## src/rtl/core/rcs_pkg.sv

```systemverilog
`timescale 1ns / 1ps
// ----------------------------------------------------------------------------
// rcs_pkg: shared types and constants for the RGB channel split filter
// Channel widths, shift register reset value and sequencer state codes.
// ----------------------------------------------------------------------------
package rcs_pkg;

  // one color channel, 255 stands for 1.0
  localparam int CH_W = 8;
  // shift distance register
  localparam int SHIFT_W = 6;
  localparam logic [SHIFT_W-1:0] SHIFT_RESET = 6'd30;
  // packed pixel on the stream: red, green, blue from the low bit up
  localparam int PIX_W = 3 * CH_W;

  // sequencer states, one-hot
  typedef enum logic [2:0] {
    ST_IDLE    = 3'b001,
    ST_ISSUE   = 3'b010,
    ST_CAPTURE = 3'b100
  } seq_state_t;

endpackage

```

## src/rtl/core/rcs_ram.sv

```systemverilog
`timescale 1ns / 1ps
// ----------------------------------------------------------------------------
// rcs_ram: generic simple dual-port RAM
// One write port, one read port, read data registered.
// ----------------------------------------------------------------------------
module rcs_ram #(
  parameter int WIDTH = 8,
  parameter int DEPTH = 128,
  localparam int AW = $clog2(DEPTH)
) (
  input  logic             clk,
  input  logic             we,
  input  logic [AW-1:0]    waddr,
  input  logic [WIDTH-1:0] wdata,
  input  logic [AW-1:0]    raddr,
  output logic [WIDTH-1:0] rdata
);

  logic [WIDTH-1:0] mem [DEPTH];

  // write port
  always_ff @(posedge clk) begin
    if (we) begin
      mem[waddr] <= wdata;
    end
  end

  // registered read port
  always_ff @(posedge clk) begin
    rdata <= mem[raddr];
  end

endmodule

```

## src/rtl/core/rcs_ctrl.sv

```systemverilog
`timescale 1ns / 1ps
// ----------------------------------------------------------------------------
// rcs_ctrl: column tracking and read sequencer for the RGB channel split
// Writes each pixel into the ring, then walks the columns due for output,
// addressing the red and green rings and handing the results to the output
// register one at a time.
// ----------------------------------------------------------------------------
module rcs_ctrl #(
  parameter int RING_DEPTH = 128,
  parameter int MAX_LINE   = 4096,
  localparam int AW = $clog2(RING_DEPTH),
  localparam int CW = $clog2(MAX_LINE)
) (
  input  logic                        clk,
  input  logic                        rst,
  // configuration
  input  logic                        cfg_wr_en,
  input  logic [rcs_pkg::SHIFT_W-1:0] cfg_wr_data,
  // input item
  input  logic                        in_valid,
  output logic                        in_ready,
  input  logic                        in_last,
  input  logic [rcs_pkg::CH_W-1:0]    in_blue,
  // ring memories
  output logic                        ram_we,
  output logic [AW-1:0]               ram_waddr,
  output logic [AW-1:0]               red_raddr,
  output logic [AW-1:0]               green_raddr,
  // output register handoff
  input  logic                        out_free,
  output logic                        out_load,
  output logic                        out_last,
  output logic [rcs_pkg::CH_W-1:0]    out_blue
);

  import rcs_pkg::*;

  seq_state_t         state, state_next;
  logic [SHIFT_W-1:0] shift_reg;
  logic [SHIFT_W-1:0] line_shift;
  logic [CW-1:0]      col_count;
  logic [AW-1:0]      ring_ptr;
  logic [CW-1:0]      cur_col;
  logic [AW-1:0]      cur_idx;
  logic [CW-1:0]      last_col;
  logic               flush;
  logic [CH_W-1:0]    blue;

  logic               accept;
  logic [SHIFT_W-1:0] d_now;
  logic               c_ge_d;
  logic               end_now;
  logic [AW-1:0]      back_idx;
  logic               at_last;

  // ring index a minus d, modulo the ring depth (d is below the depth)
  function automatic logic [AW-1:0] wrap_sub(input logic [AW-1:0] a,
                                             input logic [SHIFT_W-1:0] dd);
    logic [AW:0] sum;
    if (a >= AW'(dd)) begin
      sum = {1'b0, a} - (AW+1)'(dd);
    end else begin
      sum = {1'b0, a} + (AW+1)'(RING_DEPTH) - (AW+1)'(dd);
    end
    return sum[AW-1:0];
  endfunction

  // no item is taken while reset is held
  assign in_ready = (state == ST_IDLE) && !rst;
  assign accept   = in_valid && in_ready;

  // shift is latched at the first pixel of a line
  assign d_now    = (col_count == '0) ? shift_reg : line_shift;
  assign c_ge_d   = (col_count >= CW'(d_now));
  assign end_now  = in_last || (col_count == CW'(MAX_LINE - 1));
  assign back_idx = wrap_sub(ring_ptr, d_now);

  // ring write on accept
  assign ram_we    = accept;
  assign ram_waddr = ring_ptr;

  // read addresses of the column being output
  assign green_raddr = cur_idx;
  assign red_raddr   = (cur_col >= CW'(line_shift)) ? wrap_sub(cur_idx, line_shift) : '0;

  // blue always clamps to the newest pixel of the line
  assign at_last  = (cur_col == last_col);
  assign out_last = flush && at_last;
  assign out_blue = blue;
  assign out_load = (state == ST_CAPTURE) && out_free;

  // configuration register
  always_ff @(posedge clk) begin
    if (rst) begin
      shift_reg <= SHIFT_RESET;
    end else if (cfg_wr_en) begin
      shift_reg <= cfg_wr_data;
    end
  end

  // column and ring position tracking
  always_ff @(posedge clk) begin
    if (rst) begin
      col_count  <= '0;
      ring_ptr   <= '0;
      line_shift <= SHIFT_RESET;
    end else if (accept) begin
      line_shift <= d_now;
      if (end_now) begin
        col_count <= '0;
        ring_ptr  <= '0;
      end else begin
        col_count <= col_count + 1'b1;
        ring_ptr  <= (ring_ptr == AW'(RING_DEPTH - 1)) ? '0 : ring_ptr + 1'b1;
      end
    end
  end

  // output column walk
  always_ff @(posedge clk) begin
    if (accept) begin
      cur_col  <= c_ge_d ? (col_count - CW'(d_now)) : '0;
      cur_idx  <= c_ge_d ? back_idx : '0;
      last_col <= col_count;
      flush    <= end_now;
      blue     <= in_blue;
    end else if (out_load && flush && !at_last) begin
      cur_col <= cur_col + 1'b1;
      cur_idx <= (cur_idx == AW'(RING_DEPTH - 1)) ? '0 : cur_idx + 1'b1;
    end
  end

  // sequencer
  always_comb begin
    state_next = state;
    unique case (state)
      ST_IDLE: begin
        if (accept && (end_now || c_ge_d)) begin
          state_next = ST_ISSUE;
        end
      end
      ST_ISSUE: begin
        state_next = ST_CAPTURE;
      end
      ST_CAPTURE: begin
        if (out_free) begin
          state_next = (flush && !at_last) ? ST_ISSUE : ST_IDLE;
        end
      end
      default: begin
        state_next = ST_IDLE;
      end
    endcase
  end

  always_ff @(posedge clk) begin
    if (rst) begin
      state <= ST_IDLE;
    end else begin
      state <= state_next;
    end
  end

endmodule

```

## src/rtl/core/rgb_channel_split.sv

```systemverilog
`timescale 1ns / 1ps
// ----------------------------------------------------------------------------
// rgb_channel_split: streaming chromatic offset filter
// Output pixel j takes red from column j-D, green from j, blue from j+D,
// clamped to the line edges. Red and green sit in two ring memories.
// ----------------------------------------------------------------------------
// Output runs D columns (shift_distance, latched at the first pixel of each
// line) behind input. Every pixel is written to the rings in the cycle it is
// accepted. A pixel that produces output goes through accept, ring read
// (registered memory) and capture into the output register; capture waits
// while the output register is full. On a line end (tlast, or column
// MAX_LINE-1) the remaining min(c,D)+1 columns are flushed after the accept,
// each by a ring read and a capture, with the input held off meanwhile. The
// output register lets the next input item in while the last result waits.
// Ring contents need no clearing after reset: only columns already written in
// the current line are read.
// ----------------------------------------------------------------------------
module rgb_channel_split #(
  parameter int RING_DEPTH = 128,
  parameter int MAX_LINE   = 4096
) (
  input  logic                        clk,
  input  logic                        rst,
  // configuration
  input  logic                        cfg_wr_en,
  input  logic [rcs_pkg::SHIFT_W-1:0] cfg_wr_data,    // shift_distance
  // input stream
  input  logic                        s_axis_tvalid,
  output logic                        s_axis_tready,
  input  logic [rcs_pkg::PIX_W-1:0]   s_axis_tdata,   // red_in, green_in, blue_in
  input  logic                        s_axis_tlast,   // line_end_in
  // output stream
  output logic                        m_axis_tvalid,
  input  logic                        m_axis_tready,
  output logic [rcs_pkg::PIX_W-1:0]   m_axis_tdata,   // red_out, green_out, blue_out
  output logic                        m_axis_tlast    // line_end_out
);

  import rcs_pkg::*;

  localparam int AW = $clog2(RING_DEPTH);

  logic            ram_we;
  logic [AW-1:0]   ram_waddr;
  logic [AW-1:0]   red_raddr;
  logic [AW-1:0]   green_raddr;
  logic [CH_W-1:0] red_rdata;
  logic [CH_W-1:0] green_rdata;
  logic            out_free;
  logic            out_load;
  logic            out_last;
  logic [CH_W-1:0] out_blue;

  assign out_free = !m_axis_tvalid || m_axis_tready;

  // sequencer
  rcs_ctrl #(
    .RING_DEPTH (RING_DEPTH),
    .MAX_LINE   (MAX_LINE)
  ) u_ctrl (
    .clk         (clk),
    .rst         (rst),
    .cfg_wr_en   (cfg_wr_en),
    .cfg_wr_data (cfg_wr_data),
    .in_valid    (s_axis_tvalid),
    .in_ready    (s_axis_tready),
    .in_last     (s_axis_tlast),
    .in_blue     (s_axis_tdata[3*CH_W-1:2*CH_W]),
    .ram_we      (ram_we),
    .ram_waddr   (ram_waddr),
    .red_raddr   (red_raddr),
    .green_raddr (green_raddr),
    .out_free    (out_free),
    .out_load    (out_load),
    .out_last    (out_last),
    .out_blue    (out_blue)
  );

  // red ring
  rcs_ram #(
    .WIDTH (CH_W),
    .DEPTH (RING_DEPTH)
  ) u_red_ring (
    .clk   (clk),
    .we    (ram_we),
    .waddr (ram_waddr),
    .wdata (s_axis_tdata[CH_W-1:0]),
    .raddr (red_raddr),
    .rdata (red_rdata)
  );

  // green ring
  rcs_ram #(
    .WIDTH (CH_W),
    .DEPTH (RING_DEPTH)
  ) u_green_ring (
    .clk   (clk),
    .we    (ram_we),
    .waddr (ram_waddr),
    .wdata (s_axis_tdata[2*CH_W-1:CH_W]),
    .raddr (green_raddr),
    .rdata (green_rdata)
  );

  // output register
  always_ff @(posedge clk) begin
    if (rst) begin
      m_axis_tvalid <= 1'b0;
    end else if (out_load) begin
      m_axis_tvalid <= 1'b1;
    end else if (m_axis_tready) begin
      m_axis_tvalid <= 1'b0;
    end
  end

  always_ff @(posedge clk) begin
    if (out_load) begin
      m_axis_tdata <= {out_blue, green_rdata, red_rdata};
      m_axis_tlast <= out_last;
    end
  end

endmodule
```

## config.mk

```make
export PLATFORM = sky130hd
export DESIGN_NAME = rgb_channel_split
export DESIGN_NICKNAME = d
export VERILOG_FILES = /design/src/rtl/core/rcs_pkg.sv /design/src/rtl/core/rcs_ram.sv /design/src/rtl/core/rcs_ctrl.sv /design/src/rtl/core/rgb_channel_split.sv
export SDC_FILE = /design/constraint.sdc
export NUM_CORES = 2
export LEC_CHECK = 0
export BUFFER_PORTS_ARGS = -buffer_cell sky130_fd_sc_hd__buf_2
export CAP_MARGIN = 20
export CORE_MARGIN = 2
export CORE_UTILIZATION = 30
export DETAILED_ROUTE_END_ITERATION = 10
export HOLD_SLACK_MARGIN = 0.06
export SKIP_LAST_GASP = 1
export SYNTH_ARGS = -nofsm -noshare
export SYNTH_HDL_FRONTEND = slang
export SYNTH_SLANG_ARGS = --single-unit
```

## constraint.sdc

```tcl
create_clock -name clk -period 4.05 [get_ports clk]
set_input_delay 1.0125 -clock clk [delete_from_list [all_inputs] [get_ports clk]]
set_output_delay 1.0125 -clock clk [all_outputs]
set_load 0.02 [all_outputs]
```

* Word-level counts from Yosys, hierarchy flattened
Memory sizes are Yosys's and may differ from the RTL's. A register that Yosys moved wholly into a read port is not among the register bits.
Cells that the tools add are included.
** Word-level totals
- Memories kept :: 2
- Input bits :: 36
- Word-level logic and storage cells :: 79
- Flip-flop bits (word level) :: 100
- Bits in latches :: 0
- Memory bits (read-only) :: 0
- Memory bits (writable) :: 2048
** Memory list
- u_green_ring.mem :: words 128, width 8, rd ports 1, clocked after memory_dff 1, wr ports 1, line rcs_ram.sv:19 : logic [WIDTH-1:0] mem [DEPTH];
- u_red_ring.mem :: words 128, width 8, rd ports 1, clocked after memory_dff 1, wr ports 1, line rcs_ram.sv:19
** Operators by class
- Bitwise logic cells :: 0
- Shifts and indexed selects :: 0
- Div/mod/pow operators :: 0
- Multiplexer cells :: 22
- Multipliers :: 0
- Equality and inequality tests :: 9
- Order comparisons :: 4
- Reductions and logical operators :: 18
- Add/sub/neg operators :: 11
** Operator list (number)
- $mux W7 :: 9
- $mux W12 :: 4
- $add A7 B1 Y7 const B :: 4
- $sub A7 B6 Y7 :: 4
- $add A12 B1 Y12 const B :: 2
- $ge A12 B6 Y1 :: 2
- $eq A7 B7 Y1 const B :: 2
- $ge A7 B6 Y1 :: 2
- $eq A12 B12 Y1 :: 1
- $eq A12 B12 Y1 const B :: 1
- $logic_not A12 Y1 :: 1
- $sub A12 B6 Y12 :: 1
- $pmux W3 S3 :: 1
- $logic_and A1 B1 Y1 :: 8
- $mux W3 :: 2
- $mux W6 :: 1
- $mux W1 :: 4
- $reduce_bool A2 Y1 :: 2
- $eq A3 B1 Y1 const B :: 1
- $eq A3 B2 Y1 const B :: 1
- $eq A3 B3 Y1 const B :: 1
- $logic_not A1 Y1 :: 3
- $logic_or A1 B1 Y1 :: 3
- $mux W2 :: 1
- other kinds (3) :: 3

* Longest topological paths before layout
- Depth in word-level cells :: 7
- Depth in mapped cells :: 18

* Modules after synthesis
From an unflattened synthesis, not the netlist that was laid out.
** Unflattened totals
- Cell total of the unflattened synthesis :: 3738
- Area total of the unflattened synthesis :: 84461.0 um^2
** By module, submodules not included
- rcs_ram :: cells each 1635, sequential area each 30909.6 um^2, area an instance 39665.5 um^2, instances 2
- rcs_ctrl :: cells each 439, sequential area each 1881.8 um^2, area an instance 4332.9 um^2, instances 1
- rgb_channel_split :: cells each 29, sequential area each 770.7 um^2, area an instance 797.0 um^2, instances 1

* Worst setup path before layout
No wires, ideal clock.
- Path kind :: reg2reg
- Start point :: reg u_ctrl.col_count[8]
- End point :: reg u_ctrl.cur_col[11], data pin
- Period minus slack after synthesis :: 3.958 ns
- Data arrival time :: 3.804 ns
- Cell stages (with the launch flop) :: 16
- Setup time :: 0.155 ns
- Setup slack :: 0.092 ns
- Cell sequence :: dfxtp_1 buf_2 or4_4 nor3_4 nand3_4 mux2_2 ha_1 fa_1 nor2b_1 o21ai_0 a21boi_0 nor3_1 maj3_2 nand2_2 or4b_1 a31oi_1
** Between the ends
- Longest elaborated chain between the ends :: 5
- Elaborated cells between the ends (all ways) :: 6
** RTL lines
- start: declaration :: line rcs_ctrl.sv:41 : logic [CW-1:0] col_count;
- start signal: assignment :: line rcs_ctrl.sv:113 : col_count <= col_count + 1'b1;
- $logic_not A12 Y1 * :: line rcs_ctrl.sv:73 : assign d_now = (col_count == '0) ? shift_reg : line_shift;
- $mux W6 * :: line rcs_ctrl.sv:73
- via u_ctrl.d_now[0] :: line rcs_ctrl.sv:50 : logic [SHIFT_W-1:0] d_now;
- $sub A12 B6 Y12 / $ge A12 B6 Y1 (equally long branches) :: line rcs_ctrl.sv:122, rcs_ctrl.sv:74
- $mux W12 * :: line rcs_ctrl.sv:122 : cur_col <= c_ge_d ? (col_count - CW'(d_now)) : '0;
- $mux W12 * :: line rcs_ctrl.sv:121 : if (accept) begin
- end signal: assignment :: line rcs_ctrl.sv:122
- end signal: assignment :: line rcs_ctrl.sv:128 : cur_col <= cur_col + 1'b1;
- end: declaration :: line rcs_ctrl.sv:43 : logic [CW-1:0] cur_col;
The timed path passes the listed nets; every way through them passes the cells marked *.
A chain may end at the register's enable or synchronous reset.

* Worst setup path in the final report
- Start point :: reg u_ctrl.cur_idx[0], in the netlist u_ctrl.green_raddr[0]
- End point :: reg u_red_ring.rdata[1] (read register of u_red_ring.mem)
** Between the ends
- Longest elaborated chain between the ends :: 4
- Elaborated cells between the ends (all ways) :: 6
** RTL lines
- start: declaration :: line rcs_ctrl.sv:44 : logic [AW-1:0] cur_idx;
- start signal: assignment :: line rcs_ctrl.sv:123 : cur_idx <= c_ge_d ? back_idx : '0;
- start signal: assignment :: line rcs_ctrl.sv:129 : cur_idx <= (cur_idx == AW'(RING_DEPTH - 1)) ? '0 : cur_idx + 1'b1;
- $add A7 B1 Y7 :: line rcs_ctrl.sv:63 : sum = {1'b0, a} + (AW+1)'(RING_DEPTH) - (AW+1)'(dd);
- $sub A7 B6 Y7 :: line rcs_ctrl.sv:63
- $mux W7 * :: line rcs_ctrl.sv:60 : if (a >= AW'(dd)) begin
- $mux W7 * :: line rcs_ctrl.sv:84 : assign red_raddr = (cur_col >= CW'(line_shift)) ? wrap_sub(cur_idx, line_shift) : '0;
- end: declaration :: line rcs_ram.sv:16 : output logic [WIDTH-1:0] rdata
Mark *: on every way between the ends. The rest lies on a longest branch, timed or not.

==> impl_metrics.yaml <==
synthesis:
  yosysTopAreaCellShare: 0.743
  syn_area_um2: 85400
  synth_top_area_cell: "edfxtp_1"
  async_flop_share: 0
  syn_avg_cell_area_um2: 19.0
  ys.flop_type: "edfxtp_1"
  synth_seq_area_share: 0.755
  synth_most_common_cell: "edfxtp_1"
  synth_edf_count: 2113
  synth_fp_nets: 4565
  ys_warn_count: 0
  yosys.cell_types.count: 79
  synth_cells: 4499
  synth_area_leaders: "edfxtp_1 74%, mux4_2 11%, nor2_1 1.4%, dfxtp_1 1.2%, mux2i_1 1.1%"
  synth_common_cells: "2113 x edfxtp_1, 430 x mux4_2, 313 x nor2_1, 189 x nand2_1, 175 x clkbuf_1"
  synth-seq-cells: 2164
pwr:
  p_per_area_nw_per_um2: 625
  p_leak_nw: 32.1
  netSwitchingFraction: 0.321
  p_int_mw: 42.9
  p_seq_frac: 0.399
  clkPwrFrac: 0.319
  p_comb_frac: 0.282
  switchingPower_mw: 20.2
  peakVddDrop_mv: 0.553
worst_setup_path:
  critPathKind: "reg2reg"
  cp-end-kind: "flip-flop"
  cp.required_ps: 4740
  slowest_delay_ps: 860
  cp.arrival_ps: 4730
  start_kind: "flip-flop"
  crit_chain: "inv_1 -> ha_4 -> inv_1 -> fa_4 -> buf_12 -> mux4_2 -> mux2i_1 -> o221ai_1 -> a31oi_2 -> a22oi_1"
  path_common_cell: "inv_1"
  cp_num_buf_inv: 3
  cpLargestDelayFamily: "compound AO/OA/AOI/OAI gates"
  critPathSlowestCell: "fa_4"
  worstPathMaxFanout: 26
placement:
  portBuffers: 62
  place_hpwl_um: 165000
  gp_congestion: 0.954
die:
  die_y_um: 537
  io_pins: 63
  core_region_area_um2: 283000
  rows: 195
  die_area_um2: 289000
  die_width_um: 537
  initial_core_util: 0.302
cells_and_area:
  fin_util: 0.357
  area_delta_synth_final_pct: 18.2
  biggestRegsByFlops: "u_green_ring.mem x1024, u_red_ring.mem x1024, m_axis_tdata x24"
  drive_gt1_frac: 0.267
  nNetsFinal: 5023
  fillers: 26000
timing:
  timing.slew.headroom: 0.238
  worst_slew_pin_slew_ps: 1140
  slew_violations: 0
  rsz0062_at_grt: "false"
  fin_crit_ps: 4040
  setup_viol: 0
  fmax_mhz: 248
  fin_crit_sh: 0.997
  clock_skew_ps: 57.4
  finalHoldViolations: 0
  setup_tns_ps: 0
grt:
  grt_use_met2: 0.276
  grt.total_usage: 0.176
  grt_max_degree: 129
  grt_busiest_layer: "met2"
  grt_pass1_wl_um: 364000
  antenna_found_initial: 20
  use_met3: 0.0357
  globalRoute.totalOverflow: 0
  grt_pass1_vias: 47000
  use_met1: 0.247
clocking:
  clockRootBuffer: "clkbuf_16"
  clock_path_buffers: 3
  cts_made_buffers: 216
  clk_latency_ps: 870
  cts.sinks: 2164
  clkTransAtPathRegs_ps: 60
  htree_levels: 4
  cts_tree: "yes"
drt:
  routed_via_density: 5.38
  dr.pass1.iters: 7
  drc_errors: 0
  drtAntennaViolNets: 0
  wirelength_um: 260000
  vias: 47800
  wl_per_cell_um: 29.2
  drt_iter0_drc: 6743
run:
  cap_violations: 0
worst_hold_path:
  min_path_type: "in2reg"
status:
  status: "completed"
-- per-stage QoR --
stage | power (mW) | hold WS (ps) | area [um2] | setup WS [ps] | instances
2_1_floorplan | 34.0 | 386 | 85400 | 91.8 | 4499
3_3_place_gp | 42.9 | 402 | 93700 | -259 | 8480
3_5_place_dp | 42.9 | 405 | 93700 | -286 | 8480
4_1_cts | 63.0 | 315 | 101000 | -62.2 | 8882
5_1_grt | 64.8 | 330 | 101000 | 6.37 | 8885
6_report | 63.1 | 375 | 101000 | 13.2 | 8891
-- power by group through the flow --
stage          combinational (mW)  clock [mW]  sequential (mW)
3_5_place_dp                 17.3           0             25.6
2_1_floorplan                8.65           0             25.4
3_3_place_gp                 17.3           0             25.6
6_report                     17.8        20.1             25.2
5_1_grt                      18.3        21.4             25.2
4_1_cts                      17.4        20.5             25.2
-- cells by family after synthesis --
group	after synthesis	share of synthesized area
AO/OA/AOI/OAI	607	0.0497
adder cells (fa/ha/maj)	32	0.00491
flip-flops	2164	0.755
AND/OR/NAND/NOR	771	0.0405
XOR/XNOR	63	0.00646
multiplexers	558	0.129
buffers and inverters	304	0.0143
-- routing by layer --
metal,part of all wire,vias to the layer above,wire length [um]
li1,-,19400,-
met1,0.42,25400,108000
met2,0.46,2468,119000
met3,0.092,446,23900
met4,0.032,10,8390
met5,0.00024,-,63
-- cell usage in the layout (no fill, tap or decap), drive strengths merged, types with 35 or more instances in the layout --
master and n:
a21oi 79, clkbuf 277, nor2 313, dfxtp 51, o21ai 118, o22ai 52, clkinv 91, edfxtp 2113
nand3 96, a31oi 50, nor3 35, nand2 190, buf 515, mux2 36, a211oi 37, mux4 430
mux2i 92, inv 36
-- what timing repair did --
item                                    4_1_cts  5_1_grt
endpoints found under the setup margin        4       17
pin swaps                                     0        4
resized for setup                             6       16
hold endpoints to repair                      0        0
hold buffers                                  0        0
setup buffers                                 0        1
-- path summary, 6_finish.rpt --
path / from / to / slack [ps] / cells past startpoint
max: u_ctrl.green_raddr[0] / u_red_ring.rdata[1] / 10 / 10
min: s_axis_tdata[16] / u_ctrl.out_blue[0] / 370 / 1
max reg2reg: u_ctrl.green_raddr[0] / u_red_ring.rdata[1] / 10 / 10
min reg2reg: u_ctrl.out_blue[2] / m_axis_tdata[18] / 420 / 0
-- layout make-up --
type	count	area [um2]	share of cell area
tap	3743	4680	0.0464
multi-input combinational	2031	20000	0.198
inverter	29	109	0.00108
sequential	2164	64500	0.639
antenna	7	17.5	0.000174
clock buffer	277	5720	0.0566
timing repair buffer	515	4480	0.0444
clock inverter	125	1410	0.0140
(Power assumes the default switching activity.)
